===== src/sv/rc_link_packet_sequencer_assert.svh =====
// ----------------------------------------------------------------------------
// Assertion macros for the radio link packet sequencer
// Concurrent checks on the sequencer clock, disabled while reset is high.
// ----------------------------------------------------------------------------
`ifndef RC_LINK_PACKET_SEQUENCER_ASSERT_SVH
`define RC_LINK_PACKET_SEQUENCER_ASSERT_SVH

`ifndef SYNTHESIS
`define RLPS_ASSERT_SAME(label, ante, cons) \
   label: assert property (@(posedge clock) disable iff (reset) (ante) |-> (cons)) \
      else $error("rlps check failed");
`define RLPS_ASSERT_NEXT(label, ante, cons) \
   label: assert property (@(posedge clock) disable iff (reset) (ante) |=> (cons)) \
      else $error("rlps check failed");
`else
`define RLPS_ASSERT_SAME(label, ante, cons)
`define RLPS_ASSERT_NEXT(label, ante, cons)
`endif

`endif


===== src/sv/rlps_pkg.sv =====
// ----------------------------------------------------------------------------
// Radio link packet sequencer package
// Shared widths, codes, defaults and transfer structures.
// ----------------------------------------------------------------------------
package rlps_pkg;

   localparam int CHAN_FULL_SCALE_DEF = 10000;
   localparam int PACKETS_PER_HOP_DEF = 4;
   localparam int MAX_CHANNELS_DEF    = 12;

   localparam int CHAN_W      = 15;
   localparam int MAG_W       = 15;
   localparam int SCALE_NUM   = 'h640;
   localparam int SCALE_SHIFT = 16;
   localparam int PKT_BYTES   = 16;

   localparam int REQ_TDATA_W = 24;
   localparam int RSP_TDATA_W = 48;
   localparam int CSR_INDEX_W = 3;
   localparam int CSR_DATA_W  = 48;

   localparam logic [1:0] ACTION_WRITE = 2'd0;
   localparam logic [1:0] ACTION_BUILD = 2'd1;
   localparam logic [1:0] ACTION_BIND  = 2'd2;

   localparam logic [CSR_INDEX_W-1:0] CSR_CHIP_ID       = 3'd0;
   localparam logic [CSR_INDEX_W-1:0] CSR_HOP_CHANNELS  = 3'd1;
   localparam logic [CSR_INDEX_W-1:0] CSR_LINK_ID       = 3'd2;
   localparam logic [CSR_INDEX_W-1:0] CSR_CHANNEL_COUNT = 3'd3;
   localparam logic [CSR_INDEX_W-1:0] CSR_START_BOUND   = 3'd4;
   localparam logic [CSR_INDEX_W-1:0] CSR_BIND_LENGTH   = 3'd5;

   localparam logic [3:0] KIND_BEACON = 4'h7;
   localparam logic [3:0] KIND_BIND   = 4'ha;
   localparam logic [3:0] KIND_DATA   = 4'hb;
   localparam logic [7:0] SIGN_BASE   = 8'h0b;
   localparam logic [7:0] BIND_ACTIVE = 8'hc0;
   localparam logic [7:0] BIND_ENDED  = 8'h80;

   localparam logic [14:0] BIND_LENGTH_DEF   = 15'h1388;
   localparam logic [3:0]  CHANNEL_COUNT_DEF = 4'd8;

   typedef struct packed {
      logic             valid;
      logic [3:0]       index;
      logic             sign;
      logic [MAG_W-1:0] mag;
   } chan_write_type;

   typedef struct packed {
      logic [PKT_BYTES-1:0][7:0] bytes;
      logic [7:0]                rf_channel;
      logic                      bound_radio;
      logic [3:0]                sop_index;
      logic [15:0]               crc_seed;
      logic                      binding;
   } packet_desc_type;

   typedef struct packed {
      logic full;
      logic empty;
   } queue_status_type;

endpackage


===== src/sv/rlps_scale.sv =====
// ----------------------------------------------------------------------------
// Stick channel scaler
// Two-stage pipeline that turns a signed stick value into magnitude and sign,
// scaled by 1600 over full scale through a reciprocal multiply and correction.
// ----------------------------------------------------------------------------
module rlps_scale
   import rlps_pkg::*;
#(
   parameter int CHAN_FULL_SCALE = CHAN_FULL_SCALE_DEF
) (
   input  logic                     clock,
   input  logic                     reset,
   input  logic                     in_valid,
   input  logic [3:0]               in_index,
   input  logic signed [CHAN_W-1:0] in_value,
   output chan_write_type           wr,
   output logic                     busy
);

   localparam int RECIP   = (SCALE_NUM << SCALE_SHIFT) / CHAN_FULL_SCALE;
   localparam int RECIP_W = $clog2(RECIP + 1);
   localparam int PROD_W  = MAG_W + RECIP_W;
   localparam int Q_W     = PROD_W - SCALE_SHIFT;
   localparam int FS_W    = $clog2(CHAN_FULL_SCALE + 1);
   localparam int TGT_W   = MAG_W + $clog2(SCALE_NUM + 1);
   localparam int CHK_W   = Q_W + 1 + FS_W;
   localparam int CMP_W   = (CHK_W > TGT_W) ? CHK_W : TGT_W;

   logic              s1_valid_ff, s1_valid_in;
   logic [3:0]        s1_index_ff;
   logic              s1_neg_ff;
   logic [MAG_W-1:0]  s1_mag_ff;
   logic              s2_valid_ff, s2_valid_in;
   logic [3:0]        s2_index_ff;
   logic              s2_neg_ff;
   logic [MAG_W-1:0]  s2_mag_ff;
   logic [PROD_W-1:0] s2_prod_ff, s2_prod_in;

   logic [CHAN_W-1:0] raw;
   logic [CHAN_W:0]   abs_wide;
   logic [Q_W-1:0]    q_low;
   logic [Q_W:0]      q_high;
   logic [CMP_W-1:0]  check_lhs;
   logic [CMP_W-1:0]  check_rhs;
   logic [MAG_W-1:0]  mag;

   assign raw         = CHAN_W'(unsigned'(in_value));
   assign abs_wide    = raw[CHAN_W-1] ? (16'h8000 - {1'b0, raw}) : {1'b0, raw};
   assign s1_valid_in = in_valid;
   assign s2_valid_in = s1_valid_ff;
   assign s2_prod_in  = PROD_W'(s1_mag_ff) * PROD_W'(RECIP);

   assign q_low     = s2_prod_ff[PROD_W-1:SCALE_SHIFT];
   assign q_high    = {1'b0, q_low} + (Q_W + 1)'(1);
   assign check_lhs = CMP_W'(q_high) * CMP_W'(CHAN_FULL_SCALE);
   assign check_rhs = CMP_W'(s2_mag_ff) * CMP_W'(SCALE_NUM);
   assign mag       = (check_lhs <= check_rhs) ? MAG_W'(q_high) : MAG_W'(q_low);

   assign wr.valid = s2_valid_ff;
   assign wr.index = s2_index_ff;
   assign wr.sign  = s2_neg_ff && (mag != '0);
   assign wr.mag   = mag;
   assign busy     = s1_valid_ff || s2_valid_ff;

   always_ff @(posedge clock) begin
      if (reset) begin
         s1_valid_ff <= 1'b0;
         s2_valid_ff <= 1'b0;
      end else begin
         s1_valid_ff <= s1_valid_in;
         s2_valid_ff <= s2_valid_in;
      end
   end

   always_ff @(posedge clock) begin
      s1_index_ff <= in_index;
      s1_neg_ff   <= raw[CHAN_W-1];
      s1_mag_ff   <= abs_wide[MAG_W-1:0];
      s2_index_ff <= s1_index_ff;
      s2_neg_ff   <= s1_neg_ff;
      s2_mag_ff   <= s1_mag_ff;
      s2_prod_ff  <= s2_prod_in;
   end

endmodule


===== src/sv/rlps_front.sv =====
// ----------------------------------------------------------------------------
// Packet sequencer front end
// Accepts commands and register writes, keeps the scaled channel store and
// the bind/data/beacon sequencer, and builds each packet into the queue.
// ----------------------------------------------------------------------------
module rlps_front
   import rlps_pkg::*;
#(
   parameter int CHAN_FULL_SCALE = CHAN_FULL_SCALE_DEF,
   parameter int PACKETS_PER_HOP = PACKETS_PER_HOP_DEF,
   parameter int MAX_CHANNELS    = MAX_CHANNELS_DEF
) (
   input  logic                   clock,
   input  logic                   reset,
   input  logic                   req_valid,
   output logic                   req_ready,
   input  logic [1:0]             req_action,
   input  logic [3:0]             req_index,
   input  logic signed [CHAN_W-1:0] req_value,
   input  logic                   csr_valid,
   input  logic [CSR_INDEX_W-1:0] csr_index,
   input  logic [CSR_DATA_W-1:0]  csr_data,
   input  queue_status_type       q_status,
   output logic                   push,
   output packet_desc_type        desc
);

   localparam int NROWS = (MAX_CHANNELS / 4 < 1) ? 1 : MAX_CHANNELS / 4;
   localparam int ROW_W = (NROWS > 1) ? $clog2(NROWS) : 1;

   localparam logic [3:0] ST_BIND      = 4'd0;
   localparam logic [3:0] ST_BIND_DATA = 4'd1;
   localparam logic [3:0] ST_BOUND     = 4'd2;
   localparam logic [3:0] ST_BOUND_1   = 4'd3;
   localparam logic [3:0] ST_BOUND_3   = 4'd5;
   localparam logic [3:0] ST_BOUND_10  = 4'd12;

   logic [47:0] chip_id_ff, chip_id_in;
   logic [23:0] hops_ff, hops_in;
   logic [23:0] link_id_ff, link_id_in;
   logic [3:0]  ccount_ff, ccount_in;
   logic        start_bound_ff, start_bound_in;
   logic [14:0] bind_len_ff, bind_len_in;

   logic [3:0]  seq_ff, seq_in;
   logic [15:0] count_ff, count_in;
   logic        bind_flag_ff, bind_flag_in;
   logic [1:0]  group_ff, group_in;
   logic [1:0]  pih_ff, pih_in;
   logic [1:0]  hop_idx_ff, hop_idx_in;
   logic        rbound_ff, rbound_in;

   logic [3:0][MAG_W:0] store_ff [NROWS];

   chan_write_type chan_wr;
   logic           scale_busy;
   logic           accept;
   logic           build;
   logic           wr_in_range;

   logic [3:0][7:0]  cb;
   logic [7:0]       hop_cur, hop_nx1, hop_nx2;
   logic [1:0]       hop_idx_p1, hop_idx_p2;
   logic [15:0]      count_dec;
   logic [15:0]      sfx_count;
   logic [15:0]      final_count;
   logic             is_bind, is_data;
   logic [2:0]       groups_raw, n_groups;
   logic [3:0]       n_nibble;
   logic [3:0][MAG_W:0] row_rd;
   logic [2:0]       group_sum;
   logic [2:0]       pih_sum;
   logic [1:0]       pih_next;
   logic [7:0]       bind_bits;
   logic [7:0]       hop_left;
   logic [7:0]       sign_byte;
   logic [PKT_BYTES-1:0][7:0] pk;
   logic [7:0]       sop_sum;
   logic [7:0]       seed_sum;
   logic [7:0]       seed_byte;

   function automatic logic [3:0] mod_ten(input logic [7:0] x);
      logic [18:0] p;
      logic [7:0]  q;
      logic [7:0]  r;
      p = 19'(x) * 19'd205;
      q = p[18:11];
      r = x - 8'(q * 8'd10);
      return r[3:0];
   endfunction

   function automatic logic [7:0] hop_byte(input logic [23:0] hops, input logic [1:0] sel);
      logic [7:0] b;
      case (sel)
         2'd1:    b = hops[15:8];
         2'd2:    b = hops[23:16];
         default: b = hops[7:0];
      endcase
      return b;
   endfunction

   function automatic logic positive(input logic [15:0] c);
      return !c[15] && (c != 16'd0);
   endfunction

   rlps_scale #(
      .CHAN_FULL_SCALE(CHAN_FULL_SCALE)
   ) u_scale (
      .clock    (clock),
      .reset    (reset),
      .in_valid (accept && (req_action == ACTION_WRITE)),
      .in_index (req_index),
      .in_value (req_value),
      .wr       (chan_wr),
      .busy     (scale_busy)
   );

   assign req_ready   = !scale_busy && !q_status.full;
   assign accept      = req_valid && req_ready;
   assign build       = accept && (req_action == ACTION_BUILD);
   assign push        = build;
   assign wr_in_range = {1'b0, chan_wr.index} < 5'(4 * NROWS);

   assign cb         = chip_id_ff[31:0];
   assign hop_idx_p1 = (hop_idx_ff == 2'd2) ? 2'd0 : hop_idx_ff + 2'd1;
   assign hop_idx_p2 = (hop_idx_ff == 2'd0) ? 2'd2 : hop_idx_ff - 2'd1;
   assign hop_cur    = hop_byte(hops_ff, hop_idx_ff);
   assign hop_nx1    = hop_byte(hops_ff, hop_idx_p1);
   assign hop_nx2    = hop_byte(hops_ff, hop_idx_p2);

   assign is_bind   = (seq_ff == ST_BIND);
   assign is_data   = (seq_ff == ST_BIND_DATA) || ((seq_ff >= ST_BOUND) && (seq_ff < ST_BOUND_10));
   assign count_dec = count_ff - 16'd1;
   assign sfx_count = (is_bind || (seq_ff == ST_BIND_DATA)) ? count_dec : count_ff;

   always_comb begin
      if (is_bind || (seq_ff == ST_BIND_DATA)) begin
         final_count = count_dec;
      end else if (is_data && positive(count_ff)) begin
         final_count = count_dec;
      end else begin
         final_count = count_ff;
      end
   end

   assign groups_raw = 3'(({1'b0, ccount_ff} + 5'd3) >> 2);
   always_comb begin
      if (groups_raw == 3'd0) begin
         n_groups = 3'd1;
      end else if (groups_raw > 3'(NROWS)) begin
         n_groups = 3'(NROWS);
      end else begin
         n_groups = groups_raw;
      end
   end
   assign n_nibble = {n_groups[1:0], 2'b00};

   assign row_rd    = store_ff[ROW_W'(group_ff)];
   assign group_sum = {1'b0, group_ff} + 3'd1;
   assign pih_sum   = {1'b0, pih_ff} + 3'd1;
   assign pih_next  = (pih_sum >= 3'(PACKETS_PER_HOP)) ? 2'd0 : pih_sum[1:0];

   assign bind_bits = bind_flag_ff ? (positive(sfx_count) ? BIND_ACTIVE : BIND_ENDED) : 8'd0;
   assign hop_left  = (8'(PACKETS_PER_HOP) - {6'd0, pih_ff} - 8'd1) & 8'h3f;

   always_comb begin
      sign_byte = SIGN_BASE;
      for (int i = 0; i < 4; i++) begin
         sign_byte[7-i] = row_rd[i][MAG_W];
      end
   end

   always_comb begin
      pk = '0;
      if (is_bind) begin
         pk[0] = {n_nibble, KIND_BIND};
         pk[1] = count_dec[7:0];
         pk[2] = count_dec[15:8];
         pk[3] = hop_cur;
         pk[4] = hop_nx1;
         pk[5] = hop_nx2;
         for (int i = 0; i < 4; i++) begin
            pk[6+i] = cb[i];
         end
      end else if (is_data) begin
         pk[0] = {n_nibble, KIND_DATA + {2'b00, group_ff}};
         for (int i = 0; i < 4; i++) begin
            pk[2*i+1] = row_rd[i][7:0];
            pk[2*i+2] = 8'(row_rd[i][MAG_W-1:8]);
         end
         pk[9] = sign_byte;
      end else begin
         pk[0] = {n_nibble, KIND_BEACON};
      end
      pk[10] = bind_bits | hop_left;
      pk[11] = hop_nx1;
      pk[12] = hop_nx2;
      pk[13] = link_id_ff[7:0];
      pk[14] = link_id_ff[15:8];
      pk[15] = link_id_ff[23:16];
      if (is_bind) begin
         for (int i = 0; i < 3; i++) begin
            pk[13+i] = pk[13+i] ^ cb[i];
         end
      end else begin
         for (int j = 1; j < PKT_BYTES; j++) begin
            pk[j] = pk[j] ^ cb[(j-1)%4];
         end
      end
   end

   assign sop_sum   = {cb[0][5:0], 2'b00} + cb[1] + cb[2];
   assign seed_sum  = cb[0] + {6'd0, cb[1][7:6]} + cb[2];
   assign seed_byte = (seed_sum == 8'd0) ? 8'd1 : seed_sum;

   assign desc.bytes       = pk;
   assign desc.rf_channel  = hop_cur;
   assign desc.bound_radio = rbound_ff;
   assign desc.sop_index   = rbound_ff ? mod_ten(sop_sum) : 4'd0;
   assign desc.crc_seed    = rbound_ff ? {seed_byte, seed_byte} : 16'd0;
   assign desc.binding     = positive(final_count);

   always_comb begin
      chip_id_in     = chip_id_ff;
      hops_in        = hops_ff;
      link_id_in     = link_id_ff;
      ccount_in      = ccount_ff;
      start_bound_in = start_bound_ff;
      bind_len_in    = bind_len_ff;
      seq_in         = seq_ff;
      count_in       = count_ff;
      bind_flag_in   = bind_flag_ff;
      group_in       = group_ff;
      pih_in         = pih_ff;
      hop_idx_in     = hop_idx_ff;
      rbound_in      = rbound_ff;

      if (csr_valid) begin
         unique case (csr_index)
            CSR_CHIP_ID:       chip_id_in = csr_data[47:0];
            CSR_HOP_CHANNELS:  hops_in    = csr_data[23:0];
            CSR_LINK_ID:       link_id_in = csr_data[23:0];
            CSR_CHANNEL_COUNT: ccount_in  = csr_data[3:0];
            CSR_START_BOUND: begin
               start_bound_in = csr_data[0];
               group_in       = 2'd0;
               pih_in         = 2'd0;
               hop_idx_in     = 2'd0;
               bind_flag_in   = 1'b0;
               rbound_in      = csr_data[0];
               seq_in         = csr_data[0] ? ST_BOUND_1 : ST_BIND;
               count_in       = csr_data[0] ? 16'd0 : {1'b0, bind_len_ff};
            end
            CSR_BIND_LENGTH:   bind_len_in = csr_data[14:0];
            default: begin
            end
         endcase
      end

      if (accept && (req_action == ACTION_BIND)) begin
         count_in     = {1'b0, bind_len_ff};
         bind_flag_in = 1'b1;
      end

      if (build) begin
         count_in = final_count;
         pih_in   = pih_next;
         if (pih_next == 2'd0) begin
            hop_idx_in = hop_idx_p1;
         end
         if (is_data) begin
            group_in = ((group_sum >= n_groups) || (group_sum > 3'd3)) ? 2'd0 : group_sum[1:0];
         end
         if (is_bind) begin
            seq_in = ST_BIND_DATA;
         end else if (seq_ff == ST_BIND_DATA) begin
            if (positive(count_dec)) begin
               seq_in = ST_BIND;
            end else begin
               seq_in    = ST_BOUND_3;
               rbound_in = 1'b1;
            end
         end else if (is_data) begin
            seq_in = seq_ff + 4'd1;
         end else begin
            seq_in = ST_BOUND_1;
         end
      end
   end

   always_ff @(posedge clock) begin
      if (reset) begin
         chip_id_ff     <= '0;
         hops_ff        <= '0;
         link_id_ff     <= '0;
         ccount_ff      <= CHANNEL_COUNT_DEF;
         start_bound_ff <= 1'b0;
         bind_len_ff    <= BIND_LENGTH_DEF;
         seq_ff         <= ST_BIND;
         count_ff       <= {1'b0, BIND_LENGTH_DEF};
         bind_flag_ff   <= 1'b0;
         group_ff       <= 2'd0;
         pih_ff         <= 2'd0;
         hop_idx_ff     <= 2'd0;
         rbound_ff      <= 1'b0;
      end else begin
         chip_id_ff     <= chip_id_in;
         hops_ff        <= hops_in;
         link_id_ff     <= link_id_in;
         ccount_ff      <= ccount_in;
         start_bound_ff <= start_bound_in;
         bind_len_ff    <= bind_len_in;
         seq_ff         <= seq_in;
         count_ff       <= count_in;
         bind_flag_ff   <= bind_flag_in;
         group_ff       <= group_in;
         pih_ff         <= pih_in;
         hop_idx_ff     <= hop_idx_in;
         rbound_ff      <= rbound_in;
      end
   end

   always_ff @(posedge clock) begin
      if (reset) begin
         for (int r = 0; r < NROWS; r++) begin
            store_ff[r] <= '0;
         end
      end else if (chan_wr.valid && wr_in_range) begin
         store_ff[ROW_W'(chan_wr.index[3:2])][chan_wr.index[1:0]] <= {chan_wr.sign, chan_wr.mag};
      end
   end

endmodule


===== src/sv/rlps_queue.sv =====
// ----------------------------------------------------------------------------
// Packet queue
// Two-entry queue of built packets between the front end and the serializer.
// ----------------------------------------------------------------------------
module rlps_queue
   import rlps_pkg::*;
(
   input  logic             clock,
   input  logic             reset,
   input  logic             push,
   input  packet_desc_type  push_desc,
   input  logic             pop,
   output packet_desc_type  head_desc,
   output queue_status_type status
);

   packet_desc_type entry_ff [2];
   logic            wr_ptr_ff, wr_ptr_in;
   logic            rd_ptr_ff, rd_ptr_in;
   logic [1:0]      count_ff, count_in;

   assign status.full  = (count_ff == 2'd2);
   assign status.empty = (count_ff == 2'd0);
   assign head_desc    = entry_ff[rd_ptr_ff];

   always_comb begin
      wr_ptr_in = push ? !wr_ptr_ff : wr_ptr_ff;
      rd_ptr_in = pop ? !rd_ptr_ff : rd_ptr_ff;
      count_in  = count_ff + {1'b0, push} - {1'b0, pop};
   end

   always_ff @(posedge clock) begin
      if (reset) begin
         wr_ptr_ff <= 1'b0;
         rd_ptr_ff <= 1'b0;
         count_ff  <= 2'd0;
      end else begin
         wr_ptr_ff <= wr_ptr_in;
         rd_ptr_ff <= rd_ptr_in;
         count_ff  <= count_in;
      end
   end

   always_ff @(posedge clock) begin
      if (push) begin
         entry_ff[wr_ptr_ff] <= push_desc;
      end
   end

endmodule


===== src/sv/rlps_back.sv =====
// ----------------------------------------------------------------------------
// Packet serializer
// Loads one packet from the queue and sends it one byte per transfer,
// reloading on the last byte so that packets follow without a gap.
// ----------------------------------------------------------------------------
module rlps_back
   import rlps_pkg::*;
(
   input  logic                   clock,
   input  logic                   reset,
   input  packet_desc_type        head_desc,
   input  queue_status_type       q_status,
   output logic                   pop,
   output logic                   rsp_tvalid,
   input  logic                   rsp_tready,
   output logic [RSP_TDATA_W-1:0] rsp_tdata,
   output logic                   rsp_tlast
);

   packet_desc_type pkt_ff, pkt_in;
   logic            busy_ff, busy_in;
   logic [3:0]      idx_ff, idx_in;
   logic            xfer;
   logic            last;

   assign last       = (idx_ff == 4'd15);
   assign xfer       = busy_ff && rsp_tready;
   assign pop        = !q_status.empty && (!busy_ff || (xfer && last));
   assign rsp_tvalid = busy_ff;
   assign rsp_tlast  = last;
   assign rsp_tdata  = {6'd0, pkt_ff.binding, pkt_ff.crc_seed, pkt_ff.sop_index,
                        pkt_ff.bound_radio, pkt_ff.rf_channel, pkt_ff.bytes[idx_ff], idx_ff};

   always_comb begin
      pkt_in  = pkt_ff;
      busy_in = busy_ff;
      idx_in  = idx_ff;
      if (xfer) begin
         idx_in = idx_ff + 4'd1;
         if (last) begin
            busy_in = 1'b0;
         end
      end
      if (pop) begin
         pkt_in  = head_desc;
         busy_in = 1'b1;
         idx_in  = 4'd0;
      end
   end

   always_ff @(posedge clock) begin
      if (reset) begin
         busy_ff <= 1'b0;
         idx_ff  <= 4'd0;
      end else begin
         busy_ff <= busy_in;
         idx_ff  <= idx_in;
      end
   end

   always_ff @(posedge clock) begin
      pkt_ff <= pkt_in;
   end

endmodule


===== src/sv/rc_link_packet_sequencer.sv =====
// ----------------------------------------------------------------------------
// Radio link packet sequencer
// Builds sixteen-byte bind, data and beacon radio packets from stored stick
// channels and streams them out one byte per transfer.
// ----------------------------------------------------------------------------
// A build command's packet leaves as sixteen byte transfers, one per cycle
// while rsp_tready is high, so steady builds are paced by the byte serializer;
// a two-packet queue lets the input run ahead of the output. After a channel
// write is taken, the input is blocked while the two-stage scaling pipeline
// updates the channel store; start bind and unused commands do not block it.
// Register writes are taken in any cycle and must only be made while no
// packet is in flight. No clearing pass follows reset.
`include "rc_link_packet_sequencer_assert.svh"

module rc_link_packet_sequencer
   import rlps_pkg::*;
#(
   parameter int CHAN_FULL_SCALE = CHAN_FULL_SCALE_DEF,
   parameter int PACKETS_PER_HOP = PACKETS_PER_HOP_DEF,
   parameter int MAX_CHANNELS    = MAX_CHANNELS_DEF
) (
   input  logic                   clock,
   input  logic                   reset,
   input  logic                   req_tvalid,
   output logic                   req_tready,
   // channel_index[3:0], channel_value[18:4], zero fill
   input  logic [REQ_TDATA_W-1:0] req_tdata,
   // action[1:0]
   input  logic [1:0]             req_tuser,
   output logic                   rsp_tvalid,
   input  logic                   rsp_tready,
   // byte_index[3:0], byte_value[11:4], rf_channel[19:12], bound_radio[20],
   // sop_index[24:21], crc_seed[40:25], binding[41], zero fill
   output logic [RSP_TDATA_W-1:0] rsp_tdata,
   output logic                   rsp_tlast,
   input  logic                   csr_valid,
   output logic                   csr_ready,
   input  logic [CSR_INDEX_W-1:0] csr_index,
   input  logic [CSR_DATA_W-1:0]  csr_data
);

   packet_desc_type  push_desc;
   packet_desc_type  head_desc;
   queue_status_type q_status;
   logic             push;
   logic             pop;

   assign csr_ready = 1'b1;

   rlps_front #(
      .CHAN_FULL_SCALE(CHAN_FULL_SCALE),
      .PACKETS_PER_HOP(PACKETS_PER_HOP),
      .MAX_CHANNELS   (MAX_CHANNELS)
   ) u_front (
      .clock      (clock),
      .reset      (reset),
      .req_valid  (req_tvalid),
      .req_ready  (req_tready),
      .req_action (req_tuser),
      .req_index  (req_tdata[3:0]),
      .req_value  (signed'(req_tdata[18:4])),
      .csr_valid  (csr_valid && csr_ready),
      .csr_index  (csr_index),
      .csr_data   (csr_data),
      .q_status   (q_status),
      .push       (push),
      .desc       (push_desc)
   );

   rlps_queue u_queue (
      .clock     (clock),
      .reset     (reset),
      .push      (push),
      .push_desc (push_desc),
      .pop       (pop),
      .head_desc (head_desc),
      .status    (q_status)
   );

   rlps_back u_back (
      .clock      (clock),
      .reset      (reset),
      .head_desc  (head_desc),
      .q_status   (q_status),
      .pop        (pop),
      .rsp_tvalid (rsp_tvalid),
      .rsp_tready (rsp_tready),
      .rsp_tdata  (rsp_tdata),
      .rsp_tlast  (rsp_tlast)
   );

   `RLPS_ASSERT_SAME(a_full_blocks_input, q_status.full, !req_tready)
   `RLPS_ASSERT_NEXT(a_write_stalls_input,
      req_tvalid && req_tready && (req_tuser == ACTION_WRITE), !req_tready)
   `RLPS_ASSERT_NEXT(a_byte_index_steps, rsp_tvalid && rsp_tready && !rsp_tlast,
      rsp_tvalid && (rsp_tdata[3:0] == $past(rsp_tdata[3:0]) + 4'd1))
   `RLPS_ASSERT_NEXT(a_packet_restarts, rsp_tvalid && rsp_tready && rsp_tlast,
      !rsp_tvalid || (rsp_tdata[3:0] == 4'd0))

endmodule

===== config.mk =====
export PLATFORM = sky130hd
export DESIGN_NAME = rc_link_packet_sequencer
export DESIGN_NICKNAME = d
export VERILOG_FILES = /design/src/sv/rlps_pkg.sv /design/src/sv/rlps_scale.sv /design/src/sv/rlps_front.sv /design/src/sv/rlps_queue.sv /design/src/sv/rlps_back.sv /design/src/sv/rc_link_packet_sequencer.sv
export VERILOG_INCLUDE_DIRS = /design/src /design/src/sv
export SDC_FILE = /design/constraint.sdc
export NUM_CORES = 2
export LEC_CHECK = 0
export ABC_CLOCK_PERIOD_IN_PS = 11200
export BUFFER_PORTS_ARGS = -buffer_cell sky130_fd_sc_hd__buf_2
export CAP_MARGIN = 5
export CORE_MARGIN = 2
export CORE_UTILIZATION = 33
export DETAILED_ROUTE_END_ITERATION = 7
export GPL_TIMING_DRIVEN = 0
export PLACE_DENSITY = 0.54
export RECOVER_POWER = 100
export SLEW_MARGIN = 20
export SYNTH_ARGS = -nofsm -noshare
export SYNTH_HDL_FRONTEND = slang
export SYNTH_HIERARCHICAL = 1
export SYNTH_SLANG_ARGS = --single-unit

===== constraint.sdc =====
create_clock -name clock -period 11.2 [get_ports clock]
set_clock_uncertainty 0.1 [all_clocks]
set_input_delay 0.56 -clock clock [delete_from_list [all_inputs] [get_ports clock]]
set_output_delay 0.56 -clock clock [all_outputs]
set_load 0.03 [all_outputs]

# Word-level counts from Yosys, hierarchy flattened
# Memory sizes are Yosys's and may differ from the RTL's. A register that Yosys moved wholly into a read port is not among the register bits.
# Cells that the tools add are included.
# word_totals
regBits	207
ramBits	496
inputBits	82
output_inout_bits	52
wordCells	235
mem_count	2
# memory_table
name	depth	word_bits	rd	rd_clocked_by_memory_dff	write_ports	line_no	text
u_queue.entry_ff	2	158	1	1	1	rlps_queue.sv:17	packet_desc_type entry_ff [2];
u_front.store_ff	3	60	1	1	3	rlps_front.sv:53	logic [3:0][MAG_W:0] store_ff [NROWS];
# classes
addsub	20
n_mul	5
n_lt_le_gt_ge	11
eq_ne	16
muxes	74
bitwise_logic	16
n_reduce_logical	64
# op_table
cell	n
two-way mux 16 bit	9
two-way mux 60 bit	2
XOR 8 bit	15
two-way mux 96 bit	1
two-way mux 80 bit	1
two-way mux 72 bit	1
two-way mux 64 bit	1
nonzero test 16 bit	4
OR reduction 60 bit	1
case mux 8 bit (2 select lines)	3
two-way mux 2 bit	18
binary-select mux 8 bit (select 4 bit)	1
demux 16 bit (select 2 bit)	1
two-way mux 4 bit	8
multiplier 15 x 14 -> 29 bit, second input constant	1
<= comparator 28 x 26 -> 1 bit	1
two-way mux 14 bit	2
adder 8 bit	3
multiplier 14 x 10 -> 24 bit, second input constant	1
two-way mux 8 bit	3
multiplier 15 x 5 -> 20 bit, second input constant	1
two-way mux 1 bit	18
AND reduction 2 bit	9
logical AND 1 bit	17
other kinds (46)	84

# Logic depth before layout (Yosys ltp)
# depth
ltp_word	10
mapped_depth	34
ltp_nobuf	32

# Modules after synthesis
# The synthesis kept the hierarchy.
# by_module_without_submodules
mod	instances	cells_per_inst	area_each_um2	seq_area_each_um2
rlps_front	1	2030	20990.1	10229.8
rlps_queue	1	513	12051.6	9589.2
rlps_scale	1	1031	9726.8	1101.1
rlps_back	1	294	6249.7	4844.6
rc_link_packet_sequencer	1	2	11.3	0.0

# Worst setup path before layout
# OpenSTA, ideal clock, no wires.
# synth_timing
path_kind	reg-to-reg
from	reg u_back.idx_ff[1]
to	reg u_queue.count_ff[1]
setup_ns	0.064
arrival_time_ns	10.566
required_ns	11.036
path_slack_ns	0.470
path_stages_with_launch	9
n_path_buf	0
synth_period_minus_slack_ns	10.730
path_cell_list	dfxtp_1 -> ha_1 -> nand4_1 -> a21oi_1 -> ha_1 -> inv_1 -> ha_1 -> xnor3_1 -> nor2_1
# synth_via
elab_chain_len	5
# synth_rtl
item	line_no	text
start: declaration	rlps_back.sv:22	logic [3:0] idx_ff, idx_in;
start signal: assignment	rlps_back.sv:57	idx_ff <= idx_in;
equality test 4 bit	rlps_back.sv:26	assign last = (idx_ff == 4'd15);
logical AND 1 bit	rlps_back.sv:28	assign pop = !q_status.empty && (!busy_ff || (xfer && last));
logical OR 1 bit	rlps_back.sv:28	
logical AND 1 bit	rlps_back.sv:28	
via pop	rc_link_packet_sequencer.sv:46	logic pop;
subtractor 2 x 1 -> 2 bit	rlps_queue.sv:29	count_in = count_ff + {1'b0, push} - {1'b0, pop};
end signal: assignment	rlps_queue.sv:40	count_ff <= count_in;
end: declaration	rlps_queue.sv:20	logic [1:0] count_ff, count_in;
# The timed path passes the listed nets, and every way through them passes these cells.
# A chain may end at the register's enable or synchronous reset.

==> impl_metrics.ini <==
[synthesis]
muxShareOfSynthArea = 0.0907
syn_avg_cell_area_um2 = 12.7
synth_top_family_by_area = adder cells
yosysSeqAreaShare = 0.525
synth-adder-area-share = 0.134
ys_async_sr_fraction = 0
synth-xor-area-share = 0.0426
ys_warn_count = 6
synth_edf_count = 730
synthSimpleGateAreaFrac = 0.0988
synth_flop_cell = edfxtp_1
yosys_register_bits = 922
synth_cells = 3870
syn_area_um2 = 49000
synth.distinct_cells = 90
synth_compound_gate_area_share = 0.0600

[layout]
drive_above_1_share = 0.104
final_cell_area_um2 = 55300
fill_cells = 14342
nets = 4727
area_growth_pct = 12.8
multi_input_area_um2 = 20800
fin_cells = 6209
regArea_um2 = 25800

[run_status]
status = finished with violations
failed_checks = max-capacitance violations, max-slew violations

[floorplan]
start_util = 0.332
io_pins = 134
die-area_um2 = 152000
die_height_um = 389
die_w_um = 389
coreArea_um2 = 148000
rows = 141

[grt]
grt_max_degree = 47
grt_overflow = 0
antenna_found_initial = 10
grt_pass1_vias = 30392
grt_util_all_layers = 0.179
grt_pass1_wl_um = 200000

[critical_path]
reg2reg_to = u_front/store_ff[0][49]$_SDFFCE_PN0P_
path_common_cell = ha_1
start_kind = register
cp_slowest_cell = xnor2_1
r2r_start = u_front/u_scale/s2_prod_ff[16]$_DFF_P_
crit_end = u_front/store_ff[0][49]$_SDFFCE_PN0P_
required_ns = 11.64
criticalPathCategory = register to register
reg2reg_depth = 33
cp-end-kind = register
critPathMaxStageDelay_ns = 0.76
path_max_fanout = 10
arrival_ns = 10.71
rrSetupSlack_ns = 0.93
critical_path.startpoint = u_front/u_scale/s2_prod_ff[16]$_DFF_P_

[routing]
drt_iter0_markers = 2367
routed_via_density = 4.88
vias = 30317
wl_met1_um = 59200
routed_wl_um = 136000
wl_met3_um = 7320
route.met2.wl_um = 64900
routed.top_layer = met5
route.detailed.drc = 0
drt.antenna.violating_nets = 0
drt_first_pass_iters = 5
routedWlPerCell_um = 22.0

[sta]
drv_slew = 193
period_share = 0.917
slew_headroom = -0.958
worst_slew_pin_slew_ns = 2.94
setup_viol = 0
fmax_mhz = 97.4
rsz0062_at_grt = false
fin_ws_ns = 0.932
period_needed_ns = 10.27
hold-worst-slack_ns = 0.0389
finalHoldViolations = 0

[cts]
cts_setup_buffers = 0
root_buffer = clkbuf_16
worst_setup_hold_path_clk_slew_ns = 0.06
cts_buffer_depth = 3
cts.sinks = 922
tritoncts = built
cts-buffers-inserted = 98
ctsHtreeMaxLevel = 3
clock_latency_ns = 0.71

[placed_design]
portBuffers = 104
placedCellCount = 5995
postPlaceCellArea_um2 = 52800
place.gp.congestion = 0.896
hpwl_um = 104000
dp_slack_ns = 1.14

[min_path]
hold_path_class = input pin to register
min_path_cells = 2

[flow_run]
maxCapViolCount = 7
[per-stage QoR]
step	setup TNS (ns)	utilization
2_1_floorplan	0	-
3_3_place_gp	-1151.31	0.354
3_5_place_dp	0	0.357
4_1_cts	0	0.381
5_1_grt	0	0.374
6_report	0	0.375
[worst max-delay path: cells and delay by family, from the launching register on]
| family | cells | cell delay (ns) |
|---|---|---|
| compound gates | 10 | 2.83 |
| xor+xnor | 2 | 0.91 |
| simple gates | 8 | 1.71 |
| buf+inv | 6 | 1.36 |
| flops | 1 | 0.35 |
| fa+ha+maj | 7 | 2.82 |
[flip-flops by register name, summed over array words and instances, names as in the netlist, 4 cells and up, named ones only]
signal and cells:
u_front/hops_ff 24, u_back/pkt_ff 128, u_front/u_scale/s2_prod_ff 15, u_front/u_scale/s1_index_ff 4, u_queue/entry_ff 316, u_front/u_scale/s2_mag_ff 13, u_front/link_id_ff 24, u_front/ccount_ff 4
u_back/rsp_tdata 30, u_front/seq_ff 4, u_back/idx_ff 4, u_front/u_scale/s1_mag_ff 15, u_front/bind_len_ff 15, u_front/u_scale/s2_index_ff 4, u_front/store_ff 256, u_front/chip_id_ff 32
u_front/count_ff 16
[cell usage in the layout (no fill, tap or decap), drive strengths merged, types with 32 or more instances in the layout]
cell type / count
nand3: 50
a21oi: 180
xnor2: 104
mux4: 96
xor2: 131
nor2: 116
conb: 74
ha: 326
edfxtp: 730
clkinv: 32
dfxtp: 192
o21ai: 128
mux2: 160
nor3: 41
and2: 211
fa: 124
clkbuf: 388
nand2: 424
buf: 113
inv: 283
[layout make-up]
| class | instances | share of cell area |
|---|---|---|
| Clock buffer | 133 | 0.0480 |
| Clock inverter | 45 | 0.0102 |
| Buffer | 243 | 0.0213 |
| Tap cell | 1930 | 0.0437 |
| Antenna cell | 6 | 0.000271 |
| Sequential cell | 922 | 0.466 |
| Timing Repair Buffer | 155 | 0.0152 |
| Inverter | 279 | 0.0189 |
| Multi-Input combinational cell | 2496 | 0.376 |
[logic make-up (layout without fill, tap and decap cells)]
family                   after synthesis  in the layout
AO/OA/AOI/OAI                        480            480
XOR/XNOR                             236            236
adder cells (fa/ha/maj)              450            450
buffers and inverters                522            855
flip-flops                           922            922
multiplexers                         264            264
other                                  4             80
AND/OR/NAND/NOR                      992            992
[metal layers]
metal	up-vias	GRT usage
li1	14239	-
met1	15079	0.237
met2	786	0.301
met3	209	0.0239
met4	4	0.0598
met5	-	0
[how the worst min path moves through the flow]
stage | start | endpoint
final | req_tdata[6] | u_front/u_scale/s1_mag_ff[2]$_DFF_P_
after global placement | u_front/u_scale/s1_neg_ff$_DFF_P_ | u_front/u_scale/s2_neg_ff$_DFF_P_
after global routing | req_tdata[6] | u_front/u_scale/s1_mag_ff[2]$_DFF_P_
after floorplan | u_front/u_scale/s1_index_ff[0]$_DFF_P_ | u_front/u_scale/s2_index_ff[0]$_DFF_P_
after CTS | req_tdata[6] | u_front/u_scale/s1_mag_ff[2]$_DFF_P_
after detailed placement | u_front/u_scale/s1_index_ff[0]$_DFF_P_ | u_front/u_scale/s2_index_ff[0]$_DFF_P_
[Yosys cell counts (40+ instances only)]
cell / n / share of area
a21oi_1: 180 / 0.018
ha_1: 326 / 0.083
nor3_1: 40 / 0.0041
xnor2_1: 103 / 0.018
mux2_4: 102 / 0.031
o21ai_0: 124 / 0.013
mux2_2: 58 / 0.013
fa_1: 124 / 0.051
and2_1: 211 / 0.027
buf_4: 51 / 0.0078
inv_1: 279 / 0.021
nand2_1: 424 / 0.032
mux4_2: 90 / 0.041
xor2_1: 131 / 0.023
nand3_1: 49 / 0.0050
edfxtp_1: 730 / 0.45
nor2_1: 112 / 0.0086
dfxtp_1: 192 / 0.078
clkbuf_1: 141 / 0.011
[what timing repair did]
item | 4_1_cts | 5_1_grt
endpoints found under the hold margin | 48 | 0
hold buffers | 30 | 0
gates resized for setup | 0 | 0
setup endpoints to repair | 0 | 0
Power is left out: the tool's default activity adds up to more than one toggle a clock period on the data nets, which glitch-free logic cannot reach.
